## src/rtl/core/i2cbs_pkg.sv

```systemverilog
package i2cbs_pkg;

	localparam int BYTE_BITS = 8;
	localparam int CNT_W     = $clog2(BYTE_BITS);

	typedef enum logic [2:0] {
		MODE_START = 3'd0,
		MODE_STOP  = 3'd1,
		MODE_WRITE = 3'd2,
		MODE_READ  = 3'd3,
		MODE_SACK  = 3'd4,
		MODE_RACK  = 3'd5
	} mode_t;

	typedef enum logic [3:0] {
		ST_IDLE,
		ST_START_SDA1,
		ST_START_SCL1,
		ST_START_SDA0,
		ST_START_SCL0,
		ST_STOP_SDA0,
		ST_STOP_SCL1,
		ST_STOP_SDA1,
		ST_BIT_SDA,
		ST_BIT_SCLH,
		ST_BIT_SCLL
	} state_t;

	typedef struct packed {
		logic [2:0]           mode;
		logic [BYTE_BITS-1:0] tx_byte;
		logic                 ack_out;
		logic [BYTE_BITS-1:0] line_samples;
	} cmd_t;

	typedef struct packed {
		logic                 scl_level;
		logic                 sda_level;
		logic [BYTE_BITS-1:0] read_value;
		logic                 last;
	} res_t;

	// one pin write produced by the sequencer
	typedef struct packed {
		logic emit;
		logic scl;
		logic sda;
		logic last;
		logic rd;
	} pin_wr_t;

	typedef struct packed {
		logic load;
		logic tx_shift;
		logic rx_shift;
	} shift_ctl_t;

endpackage

```

## src/rtl/core/i2cbs_shift.sv

```systemverilog
module i2cbs_shift (
	input  logic                          clk,
	input  logic                          arst_n,
	input  i2cbs_pkg::shift_ctl_t         ctl,
	input  logic [i2cbs_pkg::BYTE_BITS-1:0] tx_byte,
	input  logic [i2cbs_pkg::BYTE_BITS-1:0] line_samples,
	output logic                          tx_bit,
	output logic [i2cbs_pkg::BYTE_BITS-1:0] rx_value
);
	import i2cbs_pkg::*;

	logic [BYTE_BITS-1:0] tx_q;
	logic [BYTE_BITS-1:0] smp_q;
	logic [BYTE_BITS-1:0] rx_q;

	always_ff @(posedge clk or negedge arst_n) begin
		if (!arst_n) begin
			tx_q  <= '0;
			smp_q <= '0;
			rx_q  <= '0;
		end else if (ctl.load) begin
			tx_q  <= tx_byte;
			smp_q <= line_samples;
			rx_q  <= '0;
		end else begin
			if (ctl.tx_shift) begin
				tx_q <= {tx_q[BYTE_BITS-2:0], 1'b0};
			end
			if (ctl.rx_shift) begin
				smp_q <= {smp_q[BYTE_BITS-2:0], 1'b0};
				rx_q  <= {rx_q[BYTE_BITS-2:0], smp_q[BYTE_BITS-1]};
			end
		end
	end

	assign tx_bit   = tx_q[BYTE_BITS-1];
	assign rx_value = rx_q;

endmodule

```

## src/rtl/core/i2cbs_ctrl.sv

```systemverilog
module i2cbs_ctrl (
	input  logic                  clk,
	input  logic                  arst_n,
	input  logic                  go,
	input  logic                  cmd_acc,
	input  logic [2:0]            mode,
	input  logic                  ack_out,
	input  logic                  tx_bit,
	output logic                  busy,
	output i2cbs_pkg::pin_wr_t    pw,
	output i2cbs_pkg::shift_ctl_t sctl
);
	import i2cbs_pkg::*;

	state_t           state_q, state_d;
	logic [2:0]       mode_q, mode_d;
	logic             ack_q, ack_d;
	logic [CNT_W-1:0] cnt_q, cnt_d;
	logic             scl_q, sda_q;
	logic             rd_mode;
	logic             cnt_zero;

	assign rd_mode  = (mode_q == MODE_READ) || (mode_q == MODE_RACK);
	assign cnt_zero = (cnt_q == '0);
	assign busy     = (state_q != ST_IDLE);

	// next state
	always_comb begin
		state_d = state_q;
		mode_d  = mode_q;
		ack_d   = ack_q;
		cnt_d   = cnt_q;
		case (state_q)
			ST_IDLE: begin
				if (cmd_acc) begin
					mode_d = mode;
					ack_d  = ack_out;
					cnt_d  = '0;
					case (mode)
						MODE_START: state_d = ST_START_SDA1;
						MODE_STOP:  state_d = ST_STOP_SDA0;
						MODE_WRITE, MODE_READ: begin
							state_d = ST_BIT_SDA;
							cnt_d   = CNT_W'(BYTE_BITS - 1);
						end
						MODE_SACK, MODE_RACK: state_d = ST_BIT_SDA;
						default: state_d = ST_IDLE;
					endcase
				end
			end
			ST_START_SDA1: if (go) state_d = ST_START_SCL1;
			ST_START_SCL1: if (go) state_d = ST_START_SDA0;
			ST_START_SDA0: if (go) state_d = ST_START_SCL0;
			ST_START_SCL0: if (go) state_d = ST_IDLE;
			ST_STOP_SDA0:  if (go) state_d = ST_STOP_SCL1;
			ST_STOP_SCL1:  if (go) state_d = ST_STOP_SDA1;
			ST_STOP_SDA1:  if (go) state_d = ST_IDLE;
			ST_BIT_SDA:    if (go) state_d = ST_BIT_SCLH;
			ST_BIT_SCLH:   if (go) state_d = ST_BIT_SCLL;
			ST_BIT_SCLL: begin
				if (go) begin
					if (cnt_zero) begin
						state_d = ST_IDLE;
					end else begin
						cnt_d = cnt_q - 1'b1;
						// read byte releases sda once, then only clocks
						state_d = (mode_q == MODE_READ) ? ST_BIT_SCLH : ST_BIT_SDA;
					end
				end
			end
			default: state_d = ST_IDLE;
		endcase
	end

	// outputs
	always_comb begin
		pw.emit       = busy && go;
		pw.scl        = scl_q;
		pw.sda        = sda_q;
		pw.last       = 1'b0;
		pw.rd         = 1'b0;
		sctl.load     = cmd_acc;
		sctl.tx_shift = 1'b0;
		sctl.rx_shift = 1'b0;
		case (state_q)
			ST_START_SDA1: pw.sda = 1'b1;
			ST_START_SCL1: pw.scl = 1'b1;
			ST_START_SDA0: pw.sda = 1'b0;
			ST_START_SCL0: begin
				pw.scl  = 1'b0;
				pw.last = 1'b1;
			end
			ST_STOP_SDA0: pw.sda = 1'b0;
			ST_STOP_SCL1: pw.scl = 1'b1;
			ST_STOP_SDA1: begin
				pw.sda  = 1'b1;
				pw.last = 1'b1;
			end
			ST_BIT_SDA: begin
				case (mode_q)
					MODE_WRITE: pw.sda = tx_bit;
					MODE_SACK:  pw.sda = ack_q;
					default:    pw.sda = 1'b1;
				endcase
			end
			ST_BIT_SCLH: begin
				pw.scl        = 1'b1;
				sctl.rx_shift = go && rd_mode;
			end
			ST_BIT_SCLL: begin
				pw.scl        = 1'b0;
				pw.last       = cnt_zero;
				pw.rd         = cnt_zero && rd_mode;
				sctl.tx_shift = go;
			end
			default: pw.emit = 1'b0;
		endcase
	end

	always_ff @(posedge clk or negedge arst_n) begin
		if (!arst_n) begin
			state_q <= ST_IDLE;
			mode_q  <= MODE_START;
			ack_q   <= 1'b0;
			cnt_q   <= '0;
			scl_q   <= 1'b1;
			sda_q   <= 1'b1;
		end else begin
			state_q <= state_d;
			mode_q  <= mode_d;
			ack_q   <= ack_d;
			cnt_q   <= cnt_d;
			if (pw.emit) begin
				scl_q <= pw.scl;
				sda_q <= pw.sda;
			end
		end
	end

`ifndef SYNTH
	a_last_to_idle: assert property (@(posedge clk) disable iff (!arst_n)
		(pw.emit && pw.last) |=> (state_q == ST_IDLE))
		else $error("sequencer not idle after final pin write");

	a_start_leaves_low: assert property (@(posedge clk) disable iff (!arst_n)
		(pw.emit && state_q == ST_START_SCL0) |=> (!scl_q && !sda_q))
		else $error("start did not leave both lines low");

	a_held_stable: assert property (@(posedge clk) disable iff (!arst_n)
		!pw.emit |=> $stable({scl_q, sda_q}))
		else $error("line levels changed without a pin write");

	a_cnt_range: assert property (@(posedge clk) disable iff (!arst_n)
		cnt_q <= CNT_W'(BYTE_BITS - 1))
		else $error("bit counter out of range");

	a_no_load_busy: assert property (@(posedge clk) disable iff (!arst_n)
		busy |-> !sctl.load)
		else $error("shift register loaded mid command");
`endif

endmodule

```

## src/rtl/core/i2c_master_bit_sequencer.sv

```systemverilog
// channel  | signals                        | moves
// ---------+--------------------------------+------------------------------------
// cmd      | cmd_valid, cmd_stall, cmd      | one request: mode and its operands
// res      | res_valid, res_stall, res      | one pin write: scl, sda, read, last
//
// one pin write per cycle while res is not stalled; a request has 3 to 24 pin
// writes (write byte 24) and is accepted while idle, with no pin write.
// bit pacing is set by the sequencer state machine and its bit counter.
// reset leaves both lines released high and the sequencer idle.
// cmd_stall is high while a request is being played out; a stalled result
// is held in the output register and the sequencer waits.
module i2c_master_bit_sequencer (
	input  logic              clk,
	input  logic              arst_n,
	input  logic              cmd_valid,
	output logic              cmd_stall,
	input  i2cbs_pkg::cmd_t   cmd,
	output logic              res_valid,
	input  logic              res_stall,
	output i2cbs_pkg::res_t   res
);
	import i2cbs_pkg::*;

	logic                 go;
	logic                 cmd_acc;
	logic                 busy;
	logic                 tx_bit;
	logic [BYTE_BITS-1:0] rx_value;
	pin_wr_t              pw;
	shift_ctl_t           sctl;
	logic                 res_valid_q;
	res_t                 res_q;

	assign go        = !res_valid_q || !res_stall;
	assign cmd_stall = busy;
	assign cmd_acc   = cmd_valid && !busy;

	i2cbs_ctrl u_ctrl (
		.clk     (clk),
		.arst_n  (arst_n),
		.go      (go),
		.cmd_acc (cmd_acc),
		.mode    (cmd.mode),
		.ack_out (cmd.ack_out),
		.tx_bit  (tx_bit),
		.busy    (busy),
		.pw      (pw),
		.sctl    (sctl)
	);

	i2cbs_shift u_shift (
		.clk          (clk),
		.arst_n       (arst_n),
		.ctl          (sctl),
		.tx_byte      (cmd.tx_byte),
		.line_samples (cmd.line_samples),
		.tx_bit       (tx_bit),
		.rx_value     (rx_value)
	);

	always_ff @(posedge clk or negedge arst_n) begin
		if (!arst_n) begin
			res_valid_q <= 1'b0;
		end else if (go) begin
			res_valid_q <= pw.emit;
		end
	end

	always_ff @(posedge clk) begin
		if (pw.emit) begin
			res_q.scl_level  <= pw.scl;
			res_q.sda_level  <= pw.sda;
			res_q.read_value <= pw.rd ? rx_value : '0;
			res_q.last       <= pw.last;
		end
	end

	assign res_valid = res_valid_q;
	assign res       = res_q;

endmodule
```

## config.mk

```make
export PLATFORM = sky130hd
export DESIGN_NAME = i2c_master_bit_sequencer
export DESIGN_NICKNAME = d
export VERILOG_FILES = /design/src/rtl/core/i2cbs_pkg.sv /design/src/rtl/core/i2cbs_shift.sv /design/src/rtl/core/i2cbs_ctrl.sv /design/src/rtl/core/i2c_master_bit_sequencer.sv
export SDC_FILE = /design/constraint.sdc
export NUM_CORES = 1
export LEC_CHECK = 0
export BUFFER_PORTS_ARGS = -buffer_cell sky130_fd_sc_hd__buf_2
export CORE_MARGIN = 10
export CORE_UTILIZATION = 51
export CTS_BUF_LIST = sky130_fd_sc_hd__clkbuf_16
export CTS_CLUSTER_DIAMETER = 60
export DETAILED_ROUTE_END_ITERATION = 16
export GPL_ROUTABILITY_DRIVEN = 0
export HOLD_SLACK_MARGIN = 0.1
export PLACE_DENSITY = 0.86
export SYNTH_ARGS = -nofsm -noshare
export SYNTH_HDL_FRONTEND = slang
export SYNTH_SLANG_ARGS = --single-unit
```

## constraint.sdc

```tcl
create_clock -name clk -period 2 [get_ports clk]
set_clock_uncertainty 0.15 [all_clocks]
set_input_delay 0.4 -clock clk [delete_from_list [all_inputs] [get_ports clk]]
set_output_delay 0.4 -clock clk [all_outputs]
set_load 0.1 [all_outputs]
```

==> results.sh <==
export IMPL_ys_seq_elements=49
export IMPL_drtPass1Iterations=4
export IMPL_drc_errors=0
export IMPL_synthMuxAreaShare=0.0565
export IMPL_grt_total_usage=0.136
export IMPL_cts_buffers=5
export IMPL_fmax_ghz=0.502
export IMPL_synth_top_family_by_area="compound AO/OA/AOI/OAI gates"
export IMPL_first_global_vias=1971
export IMPL_tns_ns=0
export IMPL_synth_simple_area_share=0.179
export IMPL_r2r_start="u_ctrl.state_q[1]"
export IMPL_p_leak_uw=0.00135
export IMPL_grt_pass1_wl_um=9390
export IMPL_final_cells=361
export IMPL_ff_latch_area_um2=1290
export IMPL_power_density_nw_per_um2=1790
export IMPL_ff2ff_setup_slack_ns=0.07
export IMPL_cts_htree_levels=2
export IMPL_via_per_inst=5.40
export IMPL_rr_worst_depth=8
export IMPL_placedInstanceArea_um2=2820
export IMPL_cts_tree="yes"
export IMPL_clk_latency_ns=0.29
export IMPL_whs_endpoint="u_ctrl.ack_q"
export IMPL_cp_top_family="flip-flops"
export IMPL_core_um2=4750
export IMPL_synth_edff_count=11
export IMPL_report_final_slew_viol_count=0
export IMPL_setup_viol=0
export IMPL_synthToLayoutAreaGrowth_pct=23.0
export IMPL_comb_power_share=0.513
export IMPL_synth_seq_area_share=0.513
export IMPL_syn_num_nets=271
export IMPL_syn_avg_cell_area_um2=10.2
export IMPL_post_place_cells=347
export IMPL_crit_chain="nor4_4 -> bufinv_8 -> buf_12"
export IMPL_layout_setup_ws_ns=0.00965
export IMPL_min_from="cmd[8]"
export IMPL_clock_sinks=49
export IMPL_synth_adder_area_share=0.0100
export IMPL_synth_compound_area_frac=0.183
export IMPL_crit_path_end_kind="primary output"
export IMPL_min_path_cells=3
export IMPL_dieWidth_um=90.1
export IMPL_min_path_type="in2reg"
export IMPL_p_sw_frac=0.463
export IMPL_synth_warnings=0
export IMPL_relSlewSlack=0.668
export IMPL_min_period_ns=1.99
export IMPL_routedWlPerCell_um=14.9
export IMPL_yosys_top_cells_area="dfrtp_1 (36%), edfxtp_1 (13%), nand2_1 (7.5%), mux2i_1 (5.2%), o21ai_0 (2.8%)"
export IMPL_cts_root_buffer="clkbuf_16"
export IMPL_hold_violations=0
export IMPL_place_ws_ns=0.110
export IMPL_p_int_uw=2970
export IMPL_cap_viol_max_count=0
export IMPL_path_class="reg2out"
export IMPL_cp_startpoint="u_ctrl.state_q[1]"
export IMPL_rows=25
export IMPL_diodes=0
export IMPL_slowest_delay_ns=0.43
export IMPL_drt_initial_drc_count=139
export IMPL_vdd_drop_max_v=0.000840
export IMPL_r2r_end="u_shift.rx_value[0]"
export IMPL_ant_nets=0
export IMPL_run_status="complete, no violations"
export IMPL_synthArstFlopShare=0.776
export IMPL_arrival_ns=1.44
export IMPL_start_kind="flop"
export IMPL_p_sw_uw=2560
export IMPL_nets=319
export IMPL_worst_path_max_fanout=4
export IMPL_overflow=0
export IMPL_die_h_um=90.1
export IMPL_ios=37
export IMPL_multi_input_area_um2=1130
export IMPL_dp_hpwl_um=3700
export IMPL_synthDistinctLibCells=56
export IMPL_ctsLongestPathBuffers=2
export IMPL_synth_top_cell_by_area="dfrtp_1"
export IMPL_grt_max_degree=39
export IMPL_final_cell_area_um2=3080
export IMPL_final_common_cell="nand2_1"
export IMPL_pwr_share_seq=0.313
export IMPL_fillers=380
export IMPL_antenna_found_initial=0
export IMPL_rsz0062_at_grt="true"
export IMPL_die_area_um2=8110
export IMPL_synth_xor_area_share=0.00700
export IMPL_drive_gt1_frac=0.282
export IMPL_final_cell_mix="nand2_1 (50), buf_2 (37), dfrtp_1 (33)"
export IMPL_utilization=0.648
export IMPL_worst_path_buf_inv=2
export IMPL_worst_pin_slew_ns=0.495
export IMPL_synthFlopType="dfrtp_1"
export IMPL_netlist_instances=245
export IMPL_start_util=0.527
export IMPL_p_clk_frac=0.174
export IMPL_post_route_period_util=0.995
export IMPL_syn_cell_area_um2=2500
export IMPL_crit_required_ns=1.45
export IMPL_netlist_area_leader_share=0.360
export IMPL_vias=1951
export IMPL_crit_path_top_delay_cell="dfrtp_2"
export IMPL_wl_um=5370
export IMPL_cts_clk_slew_worst_paths_ns=0.07
export IMPL_crit_cells=3
export IMPL_portBuffers=36
registers in the layout (all words and copies together) (netlist names):
register	cells
res	11
res_valid	1
u_ctrl.ack_q	1
u_ctrl.cnt_q	3
u_ctrl.mode_q	3
u_ctrl.scl_q	1
u_ctrl.sda_q	1
u_ctrl.state_q	4
u_shift.rx_value	8
u_shift.smp_q	8
u_shift.tx_q	8
cell type report:
class	count	area share
clock buffer	5	0.0406
sequential	49	0.418
multi-input combinational	174	0.366
inverter	7	0.0138
tap	67	0.0272
clock inverter	3	0.0142
timing repair buffer	56	0.121
power groups by stage:
stage               Combinational, µW  Clock [µW]  Sequential (µW)
floorplan                        1370           0             2510
global placement                 2660           0             1720
detailed placement               2700           0             1730
CTS                              2790         973             1720
global route                     3070        1010             1790
finish                           2830         964             1730
routing by layer:
metal / share of wire / track usage / vias to the layer above / wire [µm]
li1: - / - / 965 / -
met1: 0.44 / 0.168 / 917 / 2340
met2: 0.48 / 0.217 / 54 / 2600
met3: 0.060 / 0.0432 / 15 / 323
met4: 0.019 / 0.0531 / 0 / 104
met5: 0 / 0 / - / 0
Yosys cell counts, types with 4 or more instances:
cell type / n
mux2i_1: 13
nor2_1: 10
o21ai_1: 12
buf_2: 4
edfxtp_1: 11
o21ai_0: 14
a21oi_1: 6
dfrtp_1: 36
inv_1: 4
nand2_1: 50
and2_1: 9
a22o_1: 5
a21o_1: 6
clkbuf_1: 6
metrics by stage:
stage	hold WS (ns)	total power (µW)
2_1_floorplan	-0.0456	3880
3_3_place_gp	0.314	4380
3_5_place_dp	0.321	4430
4_1_cts	0.152	5490
5_1_grt	0.167	5860
6_report	0.152	5530
worst reg2reg max path, stage by stage (launching register included):
cell and delay [ns]:
dfrtp_2 0.43, buf_4 0.15, buf_4 0.18, nor2b_1 0.17
nand2_1 0.11, nor3_4 0.17, buf_2 0.21, mux2i_1 0.20
nor2_1 0.05
cell families (layout without fill, tap and decap cells):
kind of cell	Yosys count	after routing
AOI/OAI and AO/OA	66	66
xor gates and xnor gates	2	2
adders and majority gates	2	2
buffers and inverters	22	71
DFF	49	49
muxes	14	14
and+or+nand+nor	90	90
worst max path at each step:
| stage | end | slack, ns |
|---|---|---|
| finish | cmd_stall | 0.01 |
| global route | u_shift.rx_value[3] | -0.03 |
| CTS | cmd_stall | 0.008 |
| detailed placement | u_shift.tx_q[0] | 0.11 |
| global placement | u_ctrl.state_q[2] | 0.16 |
| floorplan | u_ctrl.scl_q | 0.02 |
repair_timing:
item | in CTS | in global routing
pin swaps | 1 | 1
cloned | 0 | 2
endpoints found under the hold margin | 36 | 0
gates resized for setup | 6 | 6
hold buffers | 1 | 0
endpoints found under the setup margin | 1 | 22
buffers inserted | 2 | 1
(Power assumes the default switching activity.)
